**config.mk**
```make
export PLATFORM = sky130hd
export DESIGN_NAME = price_level_fifo_matcher
export DESIGN_NICKNAME = d
export VERILOG_FILES = /design/src/hw/rtl/plfm_pkg.sv /design/src/hw/rtl/plfm_ram.sv /design/src/hw/rtl/plfm_out_stage.sv /design/src/hw/rtl/price_level_fifo_matcher.sv
export SDC_FILE = /design/constraint.sdc
export NUM_CORES = 2
export LEC_CHECK = 0
export BUFFER_PORTS_ARGS = -buffer_cell sky130_fd_sc_hd__buf_4
export CAP_MARGIN = 20
export CORE_MARGIN = 10
export CORE_UTILIZATION = 45
export DETAILED_ROUTE_END_ITERATION = 10
export HOLD_SLACK_MARGIN = 0.05
export PLACE_DENSITY_LB_ADDON = 0.1
export SETUP_SLACK_MARGIN = 0.05
export SLEW_MARGIN = 40
export SYNTH_ARGS = -nofsm -noshare
export SYNTH_HDL_FRONTEND = slang
export SYNTH_SLANG_ARGS = --single-unit
```
**constraint.sdc**
```tcl
create_clock -name clk_i -period 18.1 [get_ports clk_i]
set_input_delay 1.81 -clock clk_i [delete_from_list [all_inputs] [get_ports clk_i]]
set_output_delay 1.81 -clock clk_i [all_outputs]
set_load 0.02 [all_outputs]
```
**src/hw/rtl/plfm_pkg.sv**
```systemverilog
// Shared types and constants of the price level order queue.
package plfm_pkg;

  localparam int DEPTH_DEF  = 16;
  localparam int ID_W       = 32;
  localparam int QTY_W      = 32;
  localparam int PRICE_W    = 32;
  localparam int TIME_W     = 64;
  localparam int TOTAL_W    = 36;
  localparam int SLOT_W     = ID_W + QTY_W;
  // result beat without the order count field
  localparam int RES_BASE_W = 2 + ID_W + QTY_W + PRICE_W + TIME_W + QTY_W + TOTAL_W + 1;
  localparam int RES_W_DEF  = RES_BASE_W + $clog2(DEPTH_DEF + 1);

  typedef enum logic [1:0] {
    FUNC_ADD    = 2'd0,
    FUNC_CANCEL = 2'd1,
    FUNC_EXEC   = 2'd2,
    FUNC_CLEAR  = 2'd3
  } func_e;

  typedef enum logic [1:0] {
    KIND_ACK   = 2'd0,
    KIND_TRADE = 2'd1,
    KIND_ERROR = 2'd2
  } kind_e;

  typedef enum logic [2:0] {
    ST_IDLE,
    ST_EXEC,
    ST_SEARCH,
    ST_SHIFT,
    ST_RESP
  } state_e;

endpackage

```
**src/hw/rtl/plfm_ram.sv**
```systemverilog
// Generic single-write, single-read RAM with registered read data.
module plfm_ram
  import plfm_pkg::*;
#(
  parameter int WIDTH = SLOT_W,
  parameter int DEPTH = DEPTH_DEF,
  localparam int AW   = (DEPTH > 1) ? $clog2(DEPTH) : 1
) (
  input  logic             clk_i,
  input  logic             we_i,
  input  logic [AW-1:0]    waddr_i,
  input  logic [WIDTH-1:0] wdata_i,
  input  logic [AW-1:0]    raddr_i,
  output logic [WIDTH-1:0] rdata_o
);

  logic [WIDTH-1:0] mem_q [DEPTH];
  logic [WIDTH-1:0] rdata_q;

  always_ff @(posedge clk_i) begin
    if (we_i) begin
      mem_q[waddr_i] <= wdata_i;
    end
    rdata_q <= mem_q[raddr_i];
  end

  assign rdata_o = rdata_q;

endmodule

```
**src/hw/rtl/plfm_out_stage.sv**
```systemverilog
// Output register that holds one result beat until the consumer takes it.
module plfm_out_stage
  import plfm_pkg::*;
#(
  parameter int WIDTH = RES_W_DEF
) (
  input  logic             clk_i,
  input  logic             rst_ni,
  input  logic             load_i,
  input  logic [WIDTH-1:0] data_i,
  input  logic             ready_i,
  output logic             valid_o,
  output logic [WIDTH-1:0] data_o,
  output logic             free_o
);

  logic             valid_q, valid_d;
  logic [WIDTH-1:0] data_q;

  assign free_o = !valid_q || ready_i;

  always_comb begin
    valid_d = valid_q;
    if (load_i) begin
      valid_d = 1'b1;
    end else if (ready_i) begin
      valid_d = 1'b0;
    end
  end

  always_ff @(posedge clk_i or negedge rst_ni) begin
    if (!rst_ni) begin
      valid_q <= 1'b0;
    end else begin
      valid_q <= valid_d;
    end
  end

  always_ff @(posedge clk_i) begin
    if (load_i) begin
      data_q <= data_i;
    end
  end

  assign valid_o = valid_q;
  assign data_o  = data_q;

endmodule

```
**src/hw/rtl/price_level_fifo_matcher.sv**
```systemverilog
// Flow: add and clear pass from ST_IDLE to ST_RESP, which loads their one result beat into the
// output register. Execute walks ST_EXEC, one trade beat per step for at most DEPTH trades,
// or goes to ST_RESP for one ack when nothing fills. Cancel walks ST_SEARCH, one RAM read per
// entry to find the order, then ST_SHIFT, one read/write per later entry to close the gap.
// A new input beat is taken once the last result beat is loaded; a stalled result holds ST_EXEC and ST_RESP.
// Reset: empty queue, zero total and price; no clearing pass, slots are written before use.
module price_level_fifo_matcher
  import plfm_pkg::*;
#(
  parameter int DEPTH = DEPTH_DEF,
  localparam int CW   = $clog2(DEPTH + 1),
  localparam int IW   = (DEPTH > 1) ? $clog2(DEPTH) : 1
) (
  input  logic                clk_i,
  input  logic                rst_ni,
  input  logic                cfg_valid_i,
  output logic                cfg_ready_o,
  input  logic [PRICE_W-1:0]  cfg_level_price_i,
  input  logic                in_valid_i,
  output logic                in_ready_o,
  input  logic [1:0]          func_i,
  input  logic [ID_W-1:0]     oid_i,
  input  logic [QTY_W-1:0]    quantity_i,
  input  logic [TIME_W-1:0]   timestamp_i,
  output logic                out_valid_o,
  input  logic                out_ready_i,
  output logic [1:0]          kind_o,
  output logic [ID_W-1:0]     trade_oid_o,
  output logic [QTY_W-1:0]    trade_qty_o,
  output logic [PRICE_W-1:0]  trade_price_o,
  output logic [TIME_W-1:0]   trade_time_o,
  output logic [QTY_W-1:0]    filled_total_o,
  output logic [TOTAL_W-1:0]  level_total_o,
  output logic [CW-1:0]       level_count_o,
  output logic                last_o
);

  localparam int LW  = IW + 1;
  localparam int RW  = RES_BASE_W + CW;
  localparam logic [IW+1:0] DEPTH_W = (IW + 2)'(DEPTH);
  localparam logic [CW-1:0] FULL    = CW'(DEPTH);

  state_e              state_q, state_d;
  kind_e               rkind_q, rkind_d;
  logic [PRICE_W-1:0]  price_q, price_d;
  logic [CW-1:0]       count_q, count_d;
  logic [TOTAL_W-1:0]  total_q, total_d;
  logic [IW-1:0]       head_q, head_d;
  logic [IW-1:0]       idx_q, idx_d;
  logic [QTY_W-1:0]    filled_q, filled_d;
  logic [ID_W-1:0]     id_q;
  logic [QTY_W-1:0]    qty_q;
  logic [TIME_W-1:0]   ts_q;

  logic                ram_we;
  logic [IW-1:0]       ram_waddr, ram_raddr;
  logic [SLOT_W-1:0]   ram_wdata, ram_rdata;
  logic [ID_W-1:0]     rd_id;
  logic [QTY_W-1:0]    rd_rem;

  logic                in_fire;
  logic                out_load, out_free;
  logic [RW-1:0]       res_data, out_data;
  kind_e               r_kind;
  logic [ID_W-1:0]     r_id;
  logic [QTY_W-1:0]    r_qty;
  logic [PRICE_W-1:0]  r_price;
  logic [TIME_W-1:0]   r_time;
  logic [QTY_W-1:0]    r_filled;
  logic                r_last;

  logic [QTY_W-1:0]    want, fill, fill_sum;
  logic                retire, done;
  logic [LW-1:0]       idx_p1, idx_p2;
  logic                match;

  // logical queue position to RAM address, head-relative with one wrap
  function automatic logic [IW-1:0] phys(input logic [IW-1:0] base, input logic [LW-1:0] off);
    logic [IW+1:0] s;
    s = {2'b00, base} + {1'b0, off};
    if (s >= DEPTH_W) begin
      s = s - DEPTH_W;
    end
    return s[IW-1:0];
  endfunction

  assign rd_id  = ram_rdata[SLOT_W-1 -: ID_W];
  assign rd_rem = ram_rdata[QTY_W-1:0];

  assign in_ready_o  = (state_q == ST_IDLE);
  assign in_fire     = in_valid_i && in_ready_o;
  assign cfg_ready_o = 1'b1;

  assign want     = qty_q - filled_q;
  assign retire   = (rd_rem <= want);
  assign fill     = retire ? rd_rem : want;
  assign fill_sum = filled_q + fill;
  assign done     = (fill_sum == qty_q) || (retire && (count_q == CW'(1)));
  assign idx_p1   = {1'b0, idx_q} + LW'(1);
  assign idx_p2   = {1'b0, idx_q} + LW'(2);
  assign match    = (rd_id == id_q);

  always_comb begin
    state_d   = state_q;
    rkind_d   = rkind_q;
    price_d   = price_q;
    count_d   = count_q;
    total_d   = total_q;
    head_d    = head_q;
    idx_d     = idx_q;
    filled_d  = filled_q;
    ram_we    = 1'b0;
    ram_waddr = head_q;
    ram_wdata = ram_rdata;
    ram_raddr = head_q;
    out_load  = 1'b0;
    r_kind    = KIND_ACK;
    r_id      = '0;
    r_qty     = '0;
    r_price   = '0;
    r_time    = '0;
    r_filled  = '0;
    r_last    = 1'b1;

    if (cfg_valid_i) begin
      price_d = cfg_level_price_i;
    end

    case (state_q)
      ST_IDLE: begin
        if (in_fire) begin
          state_d = ST_RESP;
          case (func_e'(func_i))
            FUNC_ADD: begin
              if (count_q == FULL) begin
                rkind_d = KIND_ERROR;
              end else begin
                rkind_d   = KIND_ACK;
                ram_we    = 1'b1;
                ram_waddr = phys(head_q, LW'(count_q));
                ram_wdata = {oid_i, quantity_i};
                count_d   = count_q + CW'(1);
                total_d   = total_q + {{(TOTAL_W - QTY_W){1'b0}}, quantity_i};
              end
            end
            FUNC_CANCEL: begin
              idx_d = '0;
              if (count_q == '0) begin
                rkind_d = KIND_ERROR;
              end else begin
                state_d = ST_SEARCH;
              end
            end
            FUNC_EXEC: begin
              filled_d = '0;
              rkind_d  = KIND_ACK;
              if (count_q != '0 && quantity_i != '0) begin
                state_d = ST_EXEC;
              end
            end
            default: begin
              // clear level
              rkind_d = KIND_ACK;
              count_d = '0;
              total_d = '0;
              head_d  = '0;
              price_d = '0;
            end
          endcase
        end
      end
      ST_EXEC: begin
        if (out_free) begin
          out_load = 1'b1;
          r_kind   = KIND_TRADE;
          r_id     = rd_id;
          r_qty    = fill;
          r_price  = price_q;
          r_time   = ts_q;
          r_filled = fill_sum;
          r_last   = done;
          filled_d = fill_sum;
          total_d  = total_q - {{(TOTAL_W - QTY_W){1'b0}}, fill};
          if (retire) begin
            // retire head order and prefetch the next one
            head_d    = phys(head_q, LW'(1));
            count_d   = count_q - CW'(1);
            ram_raddr = head_d;
          end else begin
            ram_we    = 1'b1;
            ram_waddr = head_q;
            ram_wdata = {rd_id, rd_rem - fill};
          end
          if (done) begin
            state_d = ST_IDLE;
          end
        end
      end
      ST_SEARCH: begin
        ram_raddr = phys(head_q, idx_p1);
        if (match) begin
          total_d = total_q - {{(TOTAL_W - QTY_W){1'b0}}, rd_rem};
          if (idx_p1 == LW'(count_q)) begin
            count_d = count_q - CW'(1);
            rkind_d = KIND_ACK;
            state_d = ST_RESP;
          end else begin
            state_d = ST_SHIFT;
          end
        end else if (idx_p1 == LW'(count_q)) begin
          rkind_d = KIND_ERROR;
          state_d = ST_RESP;
        end else begin
          idx_d = idx_p1[IW-1:0];
        end
      end
      ST_SHIFT: begin
        // move entry idx+1 down to idx, prefetch idx+2
        ram_we    = 1'b1;
        ram_waddr = phys(head_q, {1'b0, idx_q});
        ram_wdata = ram_rdata;
        ram_raddr = phys(head_q, idx_p2);
        idx_d     = idx_p1[IW-1:0];
        if (idx_p2 == LW'(count_q)) begin
          count_d = count_q - CW'(1);
          rkind_d = KIND_ACK;
          state_d = ST_RESP;
        end
      end
      ST_RESP: begin
        if (out_free) begin
          out_load = 1'b1;
          r_kind   = rkind_q;
          state_d  = ST_IDLE;
        end
      end
      default: begin
        state_d = ST_IDLE;
      end
    endcase
  end

  always_ff @(posedge clk_i or negedge rst_ni) begin
    if (!rst_ni) begin
      state_q  <= ST_IDLE;
      rkind_q  <= KIND_ACK;
      price_q  <= '0;
      count_q  <= '0;
      total_q  <= '0;
      head_q   <= '0;
      idx_q    <= '0;
      filled_q <= '0;
    end else begin
      state_q  <= state_d;
      rkind_q  <= rkind_d;
      price_q  <= price_d;
      count_q  <= count_d;
      total_q  <= total_d;
      head_q   <= head_d;
      idx_q    <= idx_d;
      filled_q <= filled_d;
    end
  end

  // hold the accepted beat's payload
  always_ff @(posedge clk_i) begin
    if (in_fire) begin
      id_q  <= oid_i;
      qty_q <= quantity_i;
      ts_q  <= timestamp_i;
    end
  end

  plfm_ram #(
    .WIDTH (SLOT_W),
    .DEPTH (DEPTH)
  ) u_slots (
    .clk_i   (clk_i),
    .we_i    (ram_we),
    .waddr_i (ram_waddr),
    .wdata_i (ram_wdata),
    .raddr_i (ram_raddr),
    .rdata_o (ram_rdata)
  );

  assign res_data = {r_kind, r_id, r_qty, r_price, r_time, r_filled, total_d, count_d, r_last};

  plfm_out_stage #(
    .WIDTH (RW)
  ) u_out (
    .clk_i   (clk_i),
    .rst_ni  (rst_ni),
    .load_i  (out_load),
    .data_i  (res_data),
    .ready_i (out_ready_i),
    .valid_o (out_valid_o),
    .data_o  (out_data),
    .free_o  (out_free)
  );

  assign {kind_o, trade_oid_o, trade_qty_o, trade_price_o, trade_time_o,
          filled_total_o, level_total_o, level_count_o, last_o} = out_data;

`ifndef SYNTHESIS
  a_count_bound: assert property (@(posedge clk_i) disable iff (!rst_ni)
    count_q <= FULL)
    else $error("order count above queue depth");

  a_empty_total: assert property (@(posedge clk_i) disable iff (!rst_ni)
    count_q == '0 |-> total_q == '0)
    else $error("empty level with nonzero resting total");

  a_exec_nonempty: assert property (@(posedge clk_i) disable iff (!rst_ni)
    state_q == ST_EXEC |-> count_q != '0)
    else $error("execute walk on an empty queue");

  a_search_range: assert property (@(posedge clk_i) disable iff (!rst_ni)
    state_q == ST_SEARCH |-> {1'b0, idx_q} < LW'(count_q))
    else $error("search index beyond queue tail");

  a_shift_range: assert property (@(posedge clk_i) disable iff (!rst_ni)
    state_q == ST_SHIFT |-> idx_p1 < LW'(count_q))
    else $error("shift source beyond queue tail");
`endif

endmodule

```
# Yosys cells after proc, flatten, opt, wreduce, memory -nomap -nowiden
# Memories as Yosys holds them, arrays and structs flattened. A register that Yosys moved wholly into a read port is not among the register bits.
# Cells that the tools add are included.
[word_totals] mem_count=1 regBits=483 mem_bits_rw=1024 output_inout_bits=239
[classes] magnitude_cmp=6 mux=86 add_sub_neg=20 eq_ne=25 reduce_logical=23
[memory_table] name="u_slots.mem_q" depth=16 width=64 read_ports=1 rd_clocked_by_memory_dff=1 write_ports=1 line="plfm_ram.sv:17" rtl="logic [WIDTH-1:0] mem_q [DEPTH];"
[ops] operator="$mux 32" count=10
[ops] operator="$mux 64" count=3
[ops] operator="$mux 36" count=4
[ops] operator="$pmux 64 s2" count=1
[ops] operator="$pmux 36 s3" count=1
[ops] operator="$pmux 36 s2" count=1
[ops] operator="$sub 36x32->36" count=2
[ops] operator="$eq 32x32->1" count=2
[ops] operator="$mux 4" count=16
[ops] operator="$pmux 32 s2" count=1
[ops] operator="$sub 32x32->32" count=2
[ops] operator="$add 36x32->36" count=1
[ops] operator="$mux 5" count=7
[ops] operator="$add 32x32->32" count=1
[ops] operator="$le 32x32->1" count=1
[ops] operator="$reduce_bool 32->1" count=1
[ops] operator="$mux 3" count=10
[ops] operator="$pmux 4 s3" count=2
[ops] operator="$pmux 5 s4" count=1
[ops] operator="$sub 4x1->4 const B" count=5
[ops] operator="$add 4x5->6" count=3
[ops] operator="$ge 6x5->1 const B" count=3
[ops] operator="$mux 2" count=8
[ops] operator="$ne 2x2->1 const B" count=8
[ops] operator="other kinds (40)" count=66

# Depth between registers and ports, before layout
[logic_depth] depth_word=9 depth_mapped=41 depth_no_buf=38

# Cells and area by module
# Synthesis repeated with hierarchy kept, for this count alone.
[unflattened] hier_cells=4916 hier_area_um2=71760.1
[modules_own_cells] mod="plfm_ram" cells_per_inst=1647 area_each_um2=39581.7 instances=1 seq_area_each_um2=32030.7
[modules_own_cells] mod="price_level_fifo_matcher" cells_per_inst=3030 area_each_um2=25044.0 instances=1 seq_area_each_um2=6771.5
[modules_own_cells] mod="plfm_out_stage" cells_per_inst=239 area_each_um2=7134.3 instances=1 seq_area_each_um2=7111.8

# Worst setup path after synthesis
# OpenSTA, ideal clock, no wires.
[synth_path] path_kind="input port to flip-flop" start="in out_ready_i" end="reg u_out.data_q[0] (netlist: u_out.data_o[0]) (enable)" cell_stages=2 path_slack_ns=5.573 t_arrival_ns=11.690 path_buffers=0 cell_sequence="nor2b_1 nor2_1"
[synth_via] elab_chain_cells=3
[synth_rtl] element="start, declared" line="price_level_fifo_matcher.sv:26" rtl="input logic out_ready_i,"
[synth_rtl] element="$logic_or 1x1->1" line="plfm_out_stage.sv:20" rtl="assign free_o = !valid_q || ready_i;"
[synth_rtl] element="$mux 1" line="price_level_fifo_matcher.sv:173, price_level_fifo_matcher.sv:231"
[synth_rtl] element="$mux 1"
[synth_rtl] element="net out_load" line="price_level_fifo_matcher.sv:62" rtl="logic out_load, out_free;"
[synth_rtl] element="end signal, assigned" line="plfm_out_stage.sv:41" rtl="data_q <= data_i;"
[synth_rtl] element="end, declared" line="plfm_out_stage.sv:18" rtl="logic [WIDTH-1:0] data_q;"
# The timed path passes the listed nets, and every way through them passes these cells.
# A chain may end at the register's enable or synchronous reset.

# Worst setup path after layout
[layout_path] start="reg filled_q[0]" end="reg state_q[0]"
[layout_via] elab_chain_cells=8
[layout_rtl] element="start, declared" line="price_level_fifo_matcher.sv:50" rtl="logic [QTY_W-1:0] filled_q, filled_d;"
[layout_rtl] element="start signal, assigned" line="price_level_fifo_matcher.sv:261" rtl="filled_q <= filled_d;"
[layout_rtl] element="$sub 32x32->32 *" line="price_level_fifo_matcher.sv:94" rtl="assign want = qty_q - filled_q;"
[layout_rtl] element="$le 32x32->1" line="price_level_fifo_matcher.sv:95" rtl="assign retire = (rd_rem <= want);"
[layout_rtl] element="$mux 32 *" line="price_level_fifo_matcher.sv:96" rtl="assign fill = retire ? rd_rem : want;"
[layout_rtl] element="net fill[28]" line="price_level_fifo_matcher.sv:72" rtl="logic [QTY_W-1:0] want, fill, fill_sum;"
[layout_rtl] element="$add 32x32->32 *" line="price_level_fifo_matcher.sv:97" rtl="assign fill_sum = filled_q + fill;"
[layout_rtl] element="$eq 32x32->1 *" line="price_level_fifo_matcher.sv:98" rtl="assign done = (fill_sum == qty_q) || (retire && (count_q == CW'(1)));"
[layout_rtl] element="$logic_or 1x1->1 *" line="price_level_fifo_matcher.sv:98"
[layout_rtl] element="$ne 2x2->1 (no line) *"
[layout_rtl] element="$reduce_and 6->1 (no line) *"
[layout_rtl] element="end signal, assigned" line="price_level_fifo_matcher.sv:254" rtl="state_q <= state_d;"
[layout_rtl] element="end, declared" line="price_level_fifo_matcher.sv:43" rtl="state_e state_q, state_d;"
# Mark *: on every way through the listed nets, which the timed path passes. The rest lies on a longest branch.

==> results by stage <==
Status:
- The run finished with clean final reports.

Finish:
- The filler cell count in the final layout is 13100.
- The fraction of final layout cells with drive strength greater than 1 is 20.1%.
- The layout net count is 5654.
- The flip-flop and latch area is 45900 µm².
- The area added between synthesis and finish is 16.1%.
- In the final layout, the multi-input gates occupy 24000 µm².

GRT:
- The number of global-route vias before repair is 43400.
- The initial antenna violation count is 4.
- The first global-routing pass estimated 290000 µm of wire.
- The maximum number of pins on one net before global-route repair is 92.
- The total routing resource utilization after global routing is 22.1%.
- The global route total overflow is 0.

Yosys:
- The number of warning messages in the yosys log is 0.
- Synthesis instantiated 91 different standard cells from the library.
- The cell accounting for the most synthesized area is edfxtp_1.
- Of the post-synthesis cell area, the part taken by muxes is 11.5%.
- Of the total synthesized cell area, the portion taken by XOR and XNOR cells is 3.00%.
- Counting flops with a built-in enable in the synthesized netlist gives 1388.
- In the synthesized netlist the dominant register cell turns out to be edfxtp_1.
- By area the synthesized netlist is led by edfxtp_1, mux4_2, ha_1.
- The top cell type by area accounts for 58.4% of the synthesized area.
- Summing the areas of all and, or, nand and nor instances in the mapped netlist gives 6.69% of the synthesized area.
- Summing the areas of all fa, ha and maj instances in the mapped netlist gives 4.49% of the synthesized area.
- After synthesis, the largest family of logic cells by area is multiplexers.
- The average cell area after synthesis is 15.0 µm².
- For this run, the register share of the synthesized area comes to 64.3%.
- The async set-or-reset flop fraction in the synthesized netlist is 7.52%.
- The number of nets handed over by synthesis was 5170.
- In this run, synthesis produced a sequential element count of 1570.
- The synthesized area is 71400 µm².
- Synthesis produced 4752 cells.
- The compound-gate portion of the synthesized area is 7.60%.

Worst setup path:
- Along the worst path, the maximum fanout reaches 36.
- The endpoint arrival time on the critical path is 11760 ps.
- Among all stages on the critical path, the largest delay is contributed by mux2i_1.
- For this run, the slowest stage of the critical path takes 790 ps.
- STA puts the critical path data required time at 18760 ps.
- The critical path class is flip-flop to flip-flop.
- The endpoint kind of the worst setup timing path is a flip-flop.
- The worst setup path is launched from a flip-flop.

Die:
- The floorplan has 146 rows.
- The die span in x is 418 µm.
- 406 I/O pins were placed.
- Once the floorplan was initialized, standard cells occupied 45.2% of the core.
- The floorplan step defined a die boundary enclosing 175000 µm².
- The core footprint is 158000 µm².
- The die is 418 µm tall.

Place:
- The placed wire-length estimate is 128000 µm.
- During placement, the flow inserted port buffers numbering 404.
- At the end of routability-driven placement, the weighted congestion stood at 0.926.

Drt:
- The detailed-route wire length per cell is 26.5 µm.
- In the routed design, unresolved DRC markers number 0.
- The mean number of vias per cell is 5.79.
- The routed design has 197000 µm of wire.
- After the first detailed-routing iteration, the DRC count stood at 4049.
- The remaining number of nets flagged by the antenna check after routing is 0.
- For this block, the via count after detailed routing is 43100.
- The first TritonRoute pass finished after 6 iterations.

Timing:
- The final hold violation count is 0.
- For the pin with the worst max-slew slack, the measured transition is 922 ps.
- The post-route fraction of the period consumed by the critical path is 61.3%.
- In the final timing run, aggregate negative setup slack is 0 ps.
- For the final database, setup skew stands at 39.5 ps.
- The final critical-path required period is 11090 ps.
- The setup-violating endpoint count in the final report is 0.
- Based on the critical path, the design can be clocked at up to 0.0902 GHz.
- The max-slew violation count is 0.
- Measured against its own limit, the worst slew margin works out to 37.9%.
- Setup repair after global routing left no endpoint under its margin.

Clock tree:
- TritonCTS built the clock tree.
- Clock tree synthesis selected as its root buffer the cell clkbuf_16.
- The H-tree generated during clock tree synthesis spans 4 levels.
- After clock tree synthesis, the flow added hold-fix buffers numbering 0.
- The number of gates resized after cts is 0.
- The clock transition at the registers of the reported paths is 60 ps.
- No sink is reached through more buffers than the 3 on the longest clock path.
- Buffers added to address setup during post-CTS repair amount to 0.
- The TritonCTS sink count is 1570.
- For the worst-skew pair, the clock arrives at the later sink with an insertion delay of 800 ps.
- The TritonCTS buffer count is 166.

Min path:
- The worst hold path belongs to the class flip-flop to flip-flop.

Run:
- The number of max-capacitance violations reported is 0.
-- cell usage after synthesis, drive strengths merged (26+ instances only) --
cell and n:
a21oi 214, edfxtp 1388, nor3 60, buf 82, o21a 32, a21o 104
nand2 248, nand4 32, ha 242, o21ai 173, nand2b 39, a22oi 28
dfxtp 64, nor2 244, clkbuf 117, mux2i 241, inv 194, a31oi 27
nor2b 30, dfrtp 118, o211ai 26, xor2 95, xnor2 150, nand3 58
and3 159, o21bai 28, mux4 256
-- registers in the layout, indices dropped and copies added (netlist names), 36 cells and up --
name / flops
total_q: 36
ts_q: 64
u_out.data_o: 236
u_slots.mem_q: 1024
u_slots.rdata_o: 64
-- through the flow --
stage | setup WS, ps | std cells | area, µm² | hold slack, ps | util (%)
finish | 7010 | 7450 | 82900 | 513 | 52.5
global route | 6420 | 7447 | 82900 | 532 | 52.5
CTS | 7120 | 7443 | 82800 | 516 | 52.4
detailed placement | 7200 | 7139 | 77400 | 501 | 49.0
global placement | 7360 | 7126 | 77000 | 493 | 48.8
floorplan | 5570 | 4752 | 71400 | 478 | -
-- cell families after synthesis --
logic type,count (synthesis)
XOR/XNOR,245
flip-flops,1570
AO/OA/AOI/OAI,819
buffers and inverters,393
other,1
multiplexers,501
AND/OR/NAND/NOR,972
adder cells (fa/ha/maj),251
-- worst max-delay path, delay by kind of cell, from the launching register on --
kind / cells / cell delay, ps
compound gates: 12 / 3930
xor+xnor: 1 / 220
mux: 1 / 790
buf+inv: 3 / 680
simple gates: 15 / 3540
flops: 1 / 400
fa+ha+maj: 4 / 1370
-- worst paths after layout --
path,startpoint,cells after the start,slack (ps),endpoint
max,filled_q[0]$_DFFE_PN0P_,36,7010,state_q[0]$_DFFE_PN0P_
min,price_q[15]$_DFF_PN0_,2,510,price_q[15]$_DFF_PN0_
max reg2reg,filled_q[0]$_DFFE_PN0P_,36,7010,state_q[0]$_DFFE_PN0P_
min reg2reg,price_q[15]$_DFF_PN0_,2,510,price_q[15]$_DFF_PN0_
max in group asynchronous,rst_ni,2,15960,price_q[23]$_DFF_PN0_
min in group asynchronous,rst_ni,1,1060,filled_q[6]$_DFFE_PN0P_
-- per-layer routing --
metal / vias to the layer above / routed length, µm / global-route usage, %
met1: 22000 / 86000 / 30.5
met4: 0 / 5770 / 6.97
li1: 19500 / - / -
met2: 1357 / 94500 / 36.0
met5: - / 0 / 0
met3: 281 / 10900 / 3.37
-- placed cells by master, fill, tap and decap left out, types with 158 or more instances in the layout --
cell | synthesis | layout
a21oi_1 | 214 | 212
and3_1 | 159 | 158
buf_4 | 7 | 479
clkbuf_16 | 0 | 169
edfxtp_1 | 1388 | 1388
ha_1 | 242 | 242
inv_1 | 194 | 193
mux2i_1 | 241 | 240
mux4_2 | 256 | 256
nand2_1 | 248 | 246
nor2_1 | 244 | 225
o21ai_0 | 165 | 163
-- cell type report --
class	instances	share of cell area (%)
Antenna cell	6	0.0181
Clock inverter	97	1.24
Inverter	194	0.888
Timing Repair Buffer	515	5.01
Multi-Input combinational cell	2789	29.0
Clock buffer	207	5.35
Sequential cell	1570	55.4
Tap cell	2072	3.13
Power is not shown: default switching activity piles up to over one toggle a cycle in this logic, so the estimate is an artifact.
